===== src/hdl/bsa_pkg.sv =====
// Shared types and constants for the bitmap slot allocator.
// No dependencies; imported by bsa_ctrl, bsa_dp and bitmap_slot_allocator_core.
package bsa_pkg;

	localparam int OP_W     = 2;
	localparam int INDEX_W  = 10;
	localparam int COUNT_W  = 11;
	localparam int STATUS_W = 2;

	// slot count after reset
	localparam int SLOT_COUNT_RST = 1024;

	// request opcodes
	localparam logic [OP_W-1:0] OP_ALLOC = 2'd0;
	localparam logic [OP_W-1:0] OP_FREE  = 2'd1;
	localparam logic [OP_W-1:0] OP_MARK  = 2'd2;
	localparam logic [OP_W-1:0] OP_INIT  = 2'd3;

	// response status codes
	localparam logic [STATUS_W-1:0] STAT_OK    = 2'd0;
	localparam logic [STATUS_W-1:0] STAT_FULL  = 2'd1;
	localparam logic [STATUS_W-1:0] STAT_RANGE = 2'd2;

	typedef enum logic [1:0] {
		ST_IDLE,
		ST_DIV,
		ST_READ,
		ST_MOD
	} state_t;

	// controller -> datapath
	typedef struct packed {
		logic load;    // capture request payload
		logic calc;    // word address / range check
		logic fetch;   // word memory read, bit offset
		logic commit;  // write back, load response
	} dp_cmd_t;

	// datapath -> controller
	typedef struct packed {
		logic out_free; // response register can take a new response
	} dp_sts_t;

endpackage


===== src/hdl/bsa_ctrl.sv =====
// Sequencer for the bitmap slot allocator: one request at a time through
// address, read and write-back steps. Depends on bsa_pkg.
module bsa_ctrl (
	input  logic             clk,
	input  logic             arst_n,
	input  logic             in_valid,
	output logic             in_ready,
	output bsa_pkg::dp_cmd_t cmd,
	input  bsa_pkg::dp_sts_t sts
);
	import bsa_pkg::*;

	state_t state_q;
	state_t state_nxt;

	always_ff @(posedge clk or negedge arst_n) begin
		if (!arst_n) begin
			state_q <= ST_IDLE;
		end else begin
			state_q <= state_nxt;
		end
	end

	always_comb begin
		state_nxt = state_q;
		case (state_q)
			ST_IDLE: begin
				if (in_valid) state_nxt = ST_DIV;
			end
			ST_DIV:  state_nxt = ST_READ;
			ST_READ: state_nxt = ST_MOD;
			ST_MOD: begin
				if (sts.out_free) state_nxt = ST_IDLE;
			end
			default: state_nxt = ST_IDLE;
		endcase
	end

	always_comb begin
		in_ready   = 1'b0;
		cmd        = '0;
		case (state_q)
			ST_IDLE: begin
				in_ready = 1'b1;
				cmd.load = in_valid;
			end
			ST_DIV:  cmd.calc  = 1'b1;
			ST_READ: cmd.fetch = 1'b1;
			ST_MOD:  cmd.commit = sts.out_free;
			default: begin
				in_ready = 1'b0;
			end
		endcase
	end

endmodule


===== src/hdl/bsa_dp.sv =====
// Datapath of the bitmap slot allocator: slot count register, word memory
// with valid and full summary bits, bit search and response register. Depends on bsa_pkg.
module bsa_dp #(
	parameter int MAX_SLOTS = 1024,
	parameter int WORD_BITS = 64
) (
	input  logic                           clk,
	input  logic                           arst_n,
	input  logic                           cfg_we,
	input  logic [bsa_pkg::COUNT_W-1:0]    cfg_wdata,
	input  logic [bsa_pkg::OP_W-1:0]       op,
	input  logic [bsa_pkg::INDEX_W-1:0]    slot_index,
	input  logic                           out_ready,
	output logic                           out_valid,
	output logic [bsa_pkg::STATUS_W-1:0]   status,
	output logic [bsa_pkg::INDEX_W-1:0]    granted_index,
	input  bsa_pkg::dp_cmd_t               cmd,
	output bsa_pkg::dp_sts_t               sts
);
	import bsa_pkg::*;

	localparam int WORD_COUNT = (MAX_SLOTS + WORD_BITS - 1) / WORD_BITS;
	localparam int WAW        = (WORD_COUNT > 1) ? $clog2(WORD_COUNT) : 1;
	localparam int UW         = $clog2(WORD_COUNT + 1);
	localparam int BW         = $clog2(WORD_BITS);
	// x / WORD_BITS = (x * RECIP) >> DIV_SH, exact for x below 4096
	localparam int DIV_SH     = 18;
	localparam int RECIP      = (2**DIV_SH + WORD_BITS - 1) / WORD_BITS;
	localparam int N0         = (MAX_SLOTS < SLOT_COUNT_RST) ? MAX_SLOTS : SLOT_COUNT_RST;
	localparam int USED0      = (N0 + WORD_BITS - 1) / WORD_BITS;
	localparam int LASTW0     = N0 / WORD_BITS;
	localparam int TAIL0      = N0 % WORD_BITS;
	localparam logic [WORD_BITS-1:0] PAT0 = (TAIL0 == 0) ? '0 :
		~((WORD_BITS'(1) << TAIL0) - WORD_BITS'(1));

	// configuration and derived word counts
	logic [COUNT_W-1:0]   cfg_q;
	logic [COUNT_W-1:0]   n_sat;
	logic [COUNT_W:0]     n_round;
	logic [31:0]          used_prod;
	logic [31:0]          last_prod;
	logic [31:0]          tail_calc;
	logic [UW-1:0]        used_q;
	logic [UW-1:0]        lastw_q;
	logic [BW-1:0]        tail_q;
	logic [WORD_BITS-1:0] tail_pat;

	// request and stage registers
	logic [OP_W-1:0]      op_q;
	logic [INDEX_W-1:0]   idx_q;
	logic [31:0]          idx_prod;
	logic [WAW-1:0]       pick_w;
	logic                 pick_found;
	logic [WAW-1:0]       addr_s1;
	logic                 err_s1;
	logic                 found_s1;
	logic [31:0]          rem_calc;
	logic [BW-1:0]        rem_s2;
	logic [WORD_BITS-1:0] rdata_s2;
	logic                 rvld_s2;

	// map state
	logic [WORD_BITS-1:0] slot_mem [WORD_COUNT];
	logic [WORD_COUNT-1:0] valid_q;
	logic [WORD_COUNT-1:0] full_q;
	logic [UW-1:0]        form_word_q;
	logic [WORD_BITS-1:0] form_pat_q;

	// write-back step
	logic [WORD_BITS-1:0] cur_word;
	logic [WORD_BITS-1:0] new_word;
	logic [BW-1:0]        low_zero;
	logic [31:0]          gsum;
	logic                 is_alloc;
	logic                 is_slot_op;
	logic                 wr_en;
	logic                 do_init;
	logic [STATUS_W-1:0]  status_nxt;
	logic [INDEX_W-1:0]   granted_nxt;

	// response register
	logic                 out_valid_q;
	logic [STATUS_W-1:0]  status_q;
	logic [INDEX_W-1:0]   granted_q;

	assign n_sat     = (32'(cfg_q) > MAX_SLOTS) ? COUNT_W'(MAX_SLOTS) : cfg_q;
	assign n_round   = (COUNT_W + 1)'(n_sat) + (COUNT_W + 1)'(WORD_BITS - 1);
	assign used_prod = 32'(n_round) * 32'(RECIP);
	assign last_prod = 32'(n_sat) * 32'(RECIP);
	assign tail_calc = 32'(n_sat) - 32'(lastw_q) * 32'(WORD_BITS);
	assign tail_pat  = (tail_q == '0) ? '0 :
		~((WORD_BITS'(1) << tail_q) - WORD_BITS'(1));

	always_ff @(posedge clk or negedge arst_n) begin
		if (!arst_n) begin
			cfg_q   <= COUNT_W'(SLOT_COUNT_RST);
			used_q  <= UW'(USED0);
			lastw_q <= UW'(LASTW0);
			tail_q  <= BW'(TAIL0);
		end else begin
			if (cfg_we) cfg_q <= cfg_wdata;
			used_q  <= used_prod[DIV_SH +: UW];
			lastw_q <= last_prod[DIV_SH +: UW];
			tail_q  <= tail_calc[BW-1:0];
		end
	end

	// first word with a free slot among the words in use
	always_comb begin
		pick_w     = '0;
		pick_found = 1'b0;
		for (int i = WORD_COUNT - 1; i >= 0; i--) begin
			if (!full_q[i] && (UW'(i) < used_q)) begin
				pick_w     = WAW'(i);
				pick_found = 1'b1;
			end
		end
	end

	assign idx_prod = 32'(idx_q) * 32'(RECIP);
	assign rem_calc = 32'(idx_q) - 32'(addr_s1) * 32'(WORD_BITS);

	always_ff @(posedge clk) begin
		if (cmd.load) begin
			op_q  <= op;
			idx_q <= slot_index;
		end
		if (cmd.calc) begin
			addr_s1  <= (op_q == OP_ALLOC) ? pick_w : idx_prod[DIV_SH +: WAW];
			err_s1   <= ({1'b0, idx_q} >= n_sat);
			found_s1 <= pick_found;
		end
		if (cmd.fetch) begin
			rem_s2   <= rem_calc[BW-1:0];
			rdata_s2 <= slot_mem[addr_s1];
			rvld_s2  <= valid_q[addr_s1];
		end
		if (wr_en) slot_mem[addr_s1] <= new_word;
	end

	// a word not written since the last initialize reads as its formed value
	assign cur_word = rvld_s2 ? rdata_s2 :
		((UW'(addr_s1) == form_word_q) ? form_pat_q : '0);

	always_comb begin
		low_zero = '0;
		for (int b = WORD_BITS - 1; b >= 0; b--) begin
			if (!cur_word[b]) low_zero = BW'(b);
		end
	end

	assign is_alloc   = (op_q == OP_ALLOC);
	assign is_slot_op = (op_q == OP_FREE) || (op_q == OP_MARK);
	assign gsum       = 32'(addr_s1) * 32'(WORD_BITS) + 32'(low_zero);

	always_comb begin
		new_word    = cur_word;
		status_nxt  = STAT_OK;
		granted_nxt = '0;
		case (op_q)
			OP_ALLOC: begin
				new_word = cur_word | (WORD_BITS'(1) << low_zero);
				if (found_s1) begin
					granted_nxt = gsum[INDEX_W-1:0];
				end else begin
					status_nxt = STAT_FULL;
				end
			end
			OP_FREE: begin
				new_word = cur_word & ~(WORD_BITS'(1) << rem_s2);
				if (err_s1) status_nxt = STAT_RANGE;
			end
			OP_MARK: begin
				new_word = cur_word | (WORD_BITS'(1) << rem_s2);
				if (err_s1) status_nxt = STAT_RANGE;
			end
			default: begin
				new_word = cur_word;
			end
		endcase
	end

	assign wr_en   = cmd.commit && ((is_alloc && found_s1) || (is_slot_op && !err_s1));
	assign do_init = cmd.commit && (op_q == OP_INIT);

	always_ff @(posedge clk or negedge arst_n) begin
		if (!arst_n) begin
			valid_q     <= '0;
			full_q      <= '0;
			form_word_q <= UW'(LASTW0);
			form_pat_q  <= PAT0;
		end else if (do_init) begin
			valid_q     <= '0;
			full_q      <= '0;
			form_word_q <= lastw_q;
			form_pat_q  <= tail_pat;
		end else if (wr_en) begin
			valid_q[addr_s1] <= 1'b1;
			full_q[addr_s1]  <= &new_word;
		end
	end

	always_ff @(posedge clk or negedge arst_n) begin
		if (!arst_n) begin
			out_valid_q <= 1'b0;
		end else if (cmd.commit) begin
			out_valid_q <= 1'b1;
		end else if (out_ready) begin
			out_valid_q <= 1'b0;
		end
	end

	always_ff @(posedge clk) begin
		if (cmd.commit) begin
			status_q  <= status_nxt;
			granted_q <= granted_nxt;
		end
	end

	assign sts.out_free  = !out_valid_q || out_ready;
	assign out_valid     = out_valid_q;
	assign status        = status_q;
	assign granted_index = granted_q;

endmodule


===== src/hdl/bitmap_slot_allocator_core.sv =====
// Each accepted request passes the ordered steps on the word memory (address and
// range check, registered read, write-back); write-back, which loads the response,
// waits while the response register is held. The next request is accepted after it.
// Reset: slot count 1024 and an empty map; word valid bits clear at once,
// so there is no clearing pass. Depends on bsa_pkg, bsa_ctrl, bsa_dp.
module bitmap_slot_allocator_core #(
	parameter int MAX_SLOTS = 1024,
	parameter int WORD_BITS = 64
) (
	input  logic                           clk,
	input  logic                           arst_n,
	input  logic                           cfg_we,
	input  logic [bsa_pkg::COUNT_W-1:0]    cfg_wdata,
	input  logic                           in_valid,
	output logic                           in_ready,
	input  logic [bsa_pkg::OP_W-1:0]       op,
	input  logic [bsa_pkg::INDEX_W-1:0]    slot_index,
	output logic                           out_valid,
	input  logic                           out_ready,
	output logic [bsa_pkg::STATUS_W-1:0]   status,
	output logic [bsa_pkg::INDEX_W-1:0]    granted_index
);
	import bsa_pkg::*;

	dp_cmd_t cmd;
	dp_sts_t sts;

	bsa_ctrl u_ctrl (
		.clk      (clk),
		.arst_n   (arst_n),
		.in_valid (in_valid),
		.in_ready (in_ready),
		.cmd      (cmd),
		.sts      (sts)
	);

	bsa_dp #(
		.MAX_SLOTS (MAX_SLOTS),
		.WORD_BITS (WORD_BITS)
	) u_dp (
		.clk           (clk),
		.arst_n        (arst_n),
		.cfg_we        (cfg_we),
		.cfg_wdata     (cfg_wdata),
		.op            (op),
		.slot_index    (slot_index),
		.out_ready     (out_ready),
		.out_valid     (out_valid),
		.status        (status),
		.granted_index (granted_index),
		.cmd           (cmd),
		.sts           (sts)
	);

`ifndef NO_ASSERTIONS
	// one request in flight: no accept on the cycle after an accept
	a_one_in_flight: assert property (@(posedge clk) disable iff (!arst_n)
		in_valid && in_ready |=> !in_ready)
		else $error("request accepted while another is in flight");

	// a request's response cannot appear on the cycle right after its accept
	a_no_early_resp: assert property (@(posedge clk) disable iff (!arst_n)
		in_valid && in_ready && !out_valid |=> !out_valid)
		else $error("response appeared too early");

	a_status_code: assert property (@(posedge clk) disable iff (!arst_n)
		out_valid |-> (status == STAT_OK || status == STAT_FULL || status == STAT_RANGE))
		else $error("undefined status code");

	// only a successful allocate carries a slot number
	a_grant_zero: assert property (@(posedge clk) disable iff (!arst_n)
		out_valid && status != STAT_OK |-> granted_index == '0)
		else $error("slot number on a failed request");
`endif

endmodule


===== config.mk =====
export PLATFORM = sky130hd
export DESIGN_NAME = bitmap_slot_allocator_core
export DESIGN_NICKNAME = d
export VERILOG_FILES = /design/src/hdl/bsa_pkg.sv /design/src/hdl/bsa_ctrl.sv /design/src/hdl/bsa_dp.sv /design/src/hdl/bitmap_slot_allocator_core.sv
export SDC_FILE = /design/constraint.sdc
export NUM_CORES = 2
export LEC_CHECK = 0
export CORE_MARGIN = 4
export CORE_UTILIZATION = 60
export CTS_CLUSTER_SIZE = 28
export DETAILED_ROUTE_END_ITERATION = 8
export DONT_BUFFER_PORTS = 1
export PLACE_DENSITY = 0.76
export SYNTH_ARGS = -nofsm -noshare
export SYNTH_HDL_FRONTEND = slang
export SYNTH_SLANG_ARGS = --single-unit

===== constraint.sdc =====
create_clock -name clk -period 12.4 [get_ports clk]
set_input_delay 2.48 -clock clk [delete_from_list [all_inputs] [get_ports clk]]
set_output_delay 2.48 -clock clk [all_outputs]
set_load 0.005 [all_outputs]

Word-level counts from Yosys, hierarchy flattened. Memories as Yosys holds them, arrays and structs flattened. A register that Yosys moved wholly into a read port is not among the register bits. Index checks and enable logic that the tools add are counted.

Input port bits: 28. Bits in registers: 168. Output and inout port bits: 14. Memories: 1. Memory bits (writable): 1024. Logic and storage cells: 226.

Add/subtract/negate cells: 5. Eq/ne operators: 9. Bitwise gates (word level): 6. $lt $le $gt $ge: 20. Shift-type cells: 3. Reductions and logical operators: 52. Muxes and demuxes: 111.

Memories: u_dp.slot_mem (words 16, bits a word 64, read ports 1, clocked after memory_dff 1, write ports 1, RTL line bsa_dp.sv:63) `logic [WORD_BITS-1:0] slot_mem [WORD_COUNT];`.

Operators by type and width (count): two-way mux 6 bit (64); two-way mux 64 bit (3); case mux 64 bit (3 select lines) (1); left shift 1 x 6 -> 64 bit (first input constant) (3); inverter 64 bit (2); OR 64 bit (2); two-way mux 4 bit (17); AND 64 bit (1); two-way mux 16 bit (4); AND reduction 64 bit (1); subtractor 64 x 1 -> 64 bit (second input constant) (1); less-than comparator 4 x 5 -> 1 bit (first input constant) (8); logical AND 1 bit (21); less-than comparator 3 x 5 -> 1 bit (first input constant) (4); zero test 1 bit (18); bitwise mux 16 bit (1); OR 16 bit (1); OR reduction 15 bit (1); two-way mux 1 bit (13); subtractor 6 x 1 -> 6 bit (second input constant) (2); adder 11 x 6 -> 11 bit (second input constant) (1); greater-or-equal comparator 10 x 11 -> 1 bit (1); greater-than comparator 11 bit (second input constant) (1); two-way mux 11 bit (1); 21 further kinds (34).

Longest topological paths before layout.
Depth in word-level cells: 74. Mapped depth: 21.

By module. Synthesis repeated with hierarchy kept, for this count alone.

Cells, all modules: 3172. Area, all modules: 53914.2 sq um.

Modules (own cells, without submodules): bsa_dp (cells an instance 3157, times used 1, area each 53740.3 sq um); bsa_ctrl (cells an instance 15, times used 1, area each 173.9 sq um).

Worst setup path before layout. No wires, ideal clock.

Kind: input to register. Start point: input out_ready. End point: register u_dp.full_q[0]. Data required time: 12286 ps. Path buffers: 1. Library setup time: 114 ps. Stages on the path: 8. Arrival: 8737 ps. Slack: 3549 ps. Cells stage by stage: nand2b_1 > and2_1 > nand2_1 > or3_1 > clkbuf_1 > nor3_1 > nand4_1 > o22ai_1.

RTL lines: from (decl) (RTL line bitmap_slot_allocator_core.sv:19) `input logic out_ready,`; to (signal, indexed assignment) (RTL line bsa_dp.sv:199) `full_q[addr_s1] <= &new_word;`; to (decl) (RTL line bsa_dp.sv:65) `logic [WORD_COUNT-1:0] full_q;`.

Worst setup path in the final report.
Start point: register u_dp.addr_s1[1]. End point: register u_dp.full_q[15].

Cells in the longest elaborated chain, start to end: 74.

RTL lines: from (decl) (RTL line bsa_dp.sv:54) `logic [WAW-1:0] addr_s1;`; from (signal assigned) (RTL line bsa_dp.sv:129) `addr_s1 <= (op_q == OP_ALLOC) ? pick_w : idx_prod[DIV_SH +: WAW];`; == test 4 x 5 -> 1 bit * (RTL line bsa_dp.sv:143) `((UW'(addr_s1) == form_word_q) ? form_pat_q : '0);`; two-way mux 64 bit * (RTL line bsa_dp.sv:143); two-way mux 64 bit * (RTL line bsa_dp.sv:142) `assign cur_word = rvld_s2 ? rdata_s2 :`; two-way mux 6 bit (64 in series) (RTL line bsa_dp.sv:148) `if (!cur_word[b]) low_zero = BW'(b);`; left shift 1 x 6 -> 64 bit (RTL line bsa_dp.sv:162) `new_word = cur_word | (WORD_BITS'(1) << low_zero);`; OR 64 bit (RTL line bsa_dp.sv:162); case mux 64 bit (3 select lines) * (RTL line bsa_dp.sv:160) `case (op_q)`; named net u_dp.new_word[35] (RTL line bsa_dp.sv:71) `logic [WORD_BITS-1:0] new_word;`; AND reduction 64 bit * (RTL line bsa_dp.sv:199); bitwise mux 16 bit * (RTL line bsa_dp.sv:199); two-way mux 16 bit * (RTL line bsa_dp.sv:197) `end else if (wr_en) begin`; two-way mux 16 bit * (RTL line bsa_dp.sv:192) `end else if (do_init) begin`.

The timed path passes the listed nets; every way through them passes the cells marked *. The select of a mux whose other input is x is not followed. A chain may end at the register's enable or synchronous reset.

==> run summary <==
Largest fanout on the critical path = 37
Post-synthesis cell type with the largest combined area = edfxtp_1
Synth Area in Simple Gates = 6.69%
Fmax = 0.122 GHz
Post-CTS sizing = 0
Yosys reg bits = 1256
Layout cells sized above 1 = 19.0%
Setup Skew = 50.7 ps
Worst hold path class = flop to flop
Post-CTS Hold Buffers = 0
Finish-stage setup viols = 0
Pin count of the biggest net entering global routing = 138
Crit path to = u_dp.full_q[15]
Vias after detailed routing = 34.9k
Clk Latency, worst-skew pair = 740 ps
Post-synthesis mux area share = 13.7%
Layout Nets = 3468
Main flop type after synthesis = edfxtp_1
Power share of the clock group = 28.0%
Final TNS setup = 0 ps
Cell with the most instances after synthesis = edfxtp_1
Final WL = 177 mm
Initial Util = 60.5%
Crit path time final = 8210 ps
Drc violations = 0
Gr usage total = 37.5%
Sequential fraction of design power = 45.3%
Input/output buffers = 0
Post-CTS setup buffer count = 0
Critical path required time = 13020 ps
Die width = 309 um
Area Growth Syn to Fin = 10.2%
RSZ-0062 raised after global routing = no
DR iter-0 viols = 5693
Post-route ant nets = 1
Static leakage = 19.6 nW
Clock-pin transition on the worst setup and hold timing paths = 60 ps
Post-Synth Adder-Cell Area = 0.460%
Beginning of the critical path = u_dp.addr_s1[1]
Max-cap violations = 0
Seq/Total Area, Yosys = 68.1%
RR Endpoint = u_dp.full_q[15]
P_int = 0.00877 W
Synth area leaders = edfxtp_1, mux4_2, dfrtp_1, o21ai_0, nand2_1
First-pass GRT wire length = 252 mm
Netlist cell types = 87
Vias in the first global route = 33.9k
Drt pass-1 iters = 8
CP Launch Type = flop
Die height = 309 um
Main combinational cell family by area after synthesis = multiplexers
Grt total ovfl = 0
CP Class = flop to flop
Die ar. = 0.0956 mm2
Syn Nets = 3461
# rows = 110
WP data arrival = 8830 ps
Maximum VDD drop = 0.185 mV
Worst r2r path cells = 14
FFs w/ async S/R, synth = 10.4%
Min-delay src = u_dp.lastw_q[4]
Initial antenna violation count = 10
Failing checks = antenna rules
CORE AREA = 0.0900 mm2
Syn Area/Cell = 15.9 um2
Placed instance count = 4474
Clock Path Buffers = 3
Post-route clock period utilization = 66.2%
H-Tree Depth = 3
Psw = 0.00459 W
R2R setup slack = 4190 ps
DR WL/cell = 37.6 um
Clk root buf = clkbuf_16
Pwr dens = 223 mW/mm2
FF-to-FF Start = u_dp.addr_s1[1]
TritonCTS Buffers = 119
Final hold vios = 0
Slew headroom = 2.31%
Final cell count without fillers = 4706
# clock sinks = 1256
Post-Synth XOR/XNOR Area = 0.322%
Slew @ Worst Pin = 1460 ps
CP Capture Type = flop
Max-slew violations = 0
# IOs = 42
Cell Area, Synth = 0.0544 mm2
Switch share = 34.4%
Logic gate share of total power = 26.8%
Status = finished, violations left
Synth top area share = 62.1%
Complex-gate fraction of the synthesized area = 8.76%
Syn Inst Count = 3413
Final GP Congestion = 1.04
Synth cell count leaders = edfxtp_1, mux4_2, nand2_1
Number of vias per cell = 7.42
TritonCTS clock tree = done
Yosys Warn Count = 0
Post-synth EDFFs = 1125
Detailed Place HPWL = 108 mm
## layout by cell type (no fill, tap or decap), types with 21 or more instances in the layout
master	Yosys	routed
a21oi_1	164	164
a22oi_1	31	31
dfrtp_1	127	127
clkbuf_1	150	29
o21ai_0	229	228
buf_4	5	103
nand2b_1	22	22
nor2_1	190	176
mux4_2	325	325
clkbuf_16	0	121
nand4_1	38	38
and3_1	26	24
edfxtp_1	1125	1125
a22o_1	26	26
a211oi_1	22	21
a21o_1	22	22
nand2_1	237	236
nand3_1	70	70
inv_1	50	50
clkinv_1	2	25
o211ai_1	25	25
o22ai_1	44	43
nor3_1	48	44
## flip-flops by register name, indices dropped and copies added (netlist names), 4 cells and up
name                count
u_dp.addr_s1            4
u_dp.tail_q             6
u_dp.used_q             5
u_dp.rdata_s2          64
u_dp.form_pat_q        64
u_dp.cfg_q             11
u_dp.granted_index     10
u_dp.full_q            16
u_dp.valid_q           16
u_dp.form_word_q        5
u_dp.slot_mem        1024
u_dp.lastw_q            5
u_dp.rem_s2             6
u_dp.idx_q             10
## power groups by stage
stage                     Combinational, W  Clock (W)  Sequential (W)
final                              0.00358    0.00373         0.00605
after floorplan                    0.00234          0         0.00569
after detailed placement           0.00345          0         0.00608
after global placement             0.00338          0         0.00608
after CTS                          0.00351    0.00377         0.00601
after global routing               0.00378    0.00397         0.00604
## cell type report
class                           instances  area, um2
Timing Repair Buffer                  104        793
Multi-Input combinational cell       1887      16500
Clock inverter                         71        807
Clock buffer                          152       3160
Antenna cell                            8       20.0
Fill cell                            5788      30000
Sequential cell                      1256      37100
Inverter                               52        195
Tap cell                             1176       1470
## cell families after synthesis
logic type | count (synthesis)
AND/OR/NAND/NOR | 758
buffers and inverters | 270
XOR/XNOR | 20
AO/OA/AOI/OAI | 751
multiplexers | 338
flip-flops | 1256
adder cells (fa/ha/maj) | 20
## worst min path at each step
| stage | end | slack, ps | cells past startpoint |
|---|---|---|---|
| floorplan | u_dp.form_word_q[0] | 410 | 2 |
| global placement | u_dp.form_word_q[0] | 430 | 2 |
| detailed placement | u_dp.form_word_q[3] | 430 | 2 |
| CTS | u_dp.form_word_q[4] | 460 | 2 |
| global route | u_dp.form_word_q[4] | 480 | 2 |
| finish | u_dp.form_word_q[4] | 450 | 2 |
## per-stage QoR
step | area (um2) | utilization, % | total power (W) | hold WS (ps) | setup slack, ps
final | 60000 | 66.6 | 0.0134 | 454 | 4190
after global placement | 56000 | 62.2 | 0.00946 | 433 | 4930
after floorplan | 54400 | - | 0.00804 | 414 | 3550
after global routing | 60000 | 66.6 | 0.0138 | 477 | 3750
after detailed placement | 56000 | 62.2 | 0.00954 | 433 | 4610
after CTS | 59900 | 66.6 | 0.0133 | 456 | 4450
## critical path, cell delays in order, from the launching register on
cell      delay [ps]
edfxtp_1        1050
nor2b_1          210
or4_1            840
nor2_4           550
buf_4            500
a22oi_1          190
o21bai_1         270
or4b_2           690
a21oi_1          460
o21ai_1          510
o21bai_1        1190
nand4_1          170
nor4_1           330
nand4_1          700
o21ai_0          430
## layer usage
metal / up-vias / routed length [um] / track usage (%) / part of all wire (%)
met1: 17900 / 65900 / 52.5 / 37
li1: 13900 / - / - / -
met3: 443 / 18700 / 7.28 / 11
met2: 2700 / 83600 / 58.5 / 47
met5: - / 26 / 0.495 / 0.015
met4: 4 / 8800 / 16.7 / 5.0
Power figures use the tool's default switching activity.
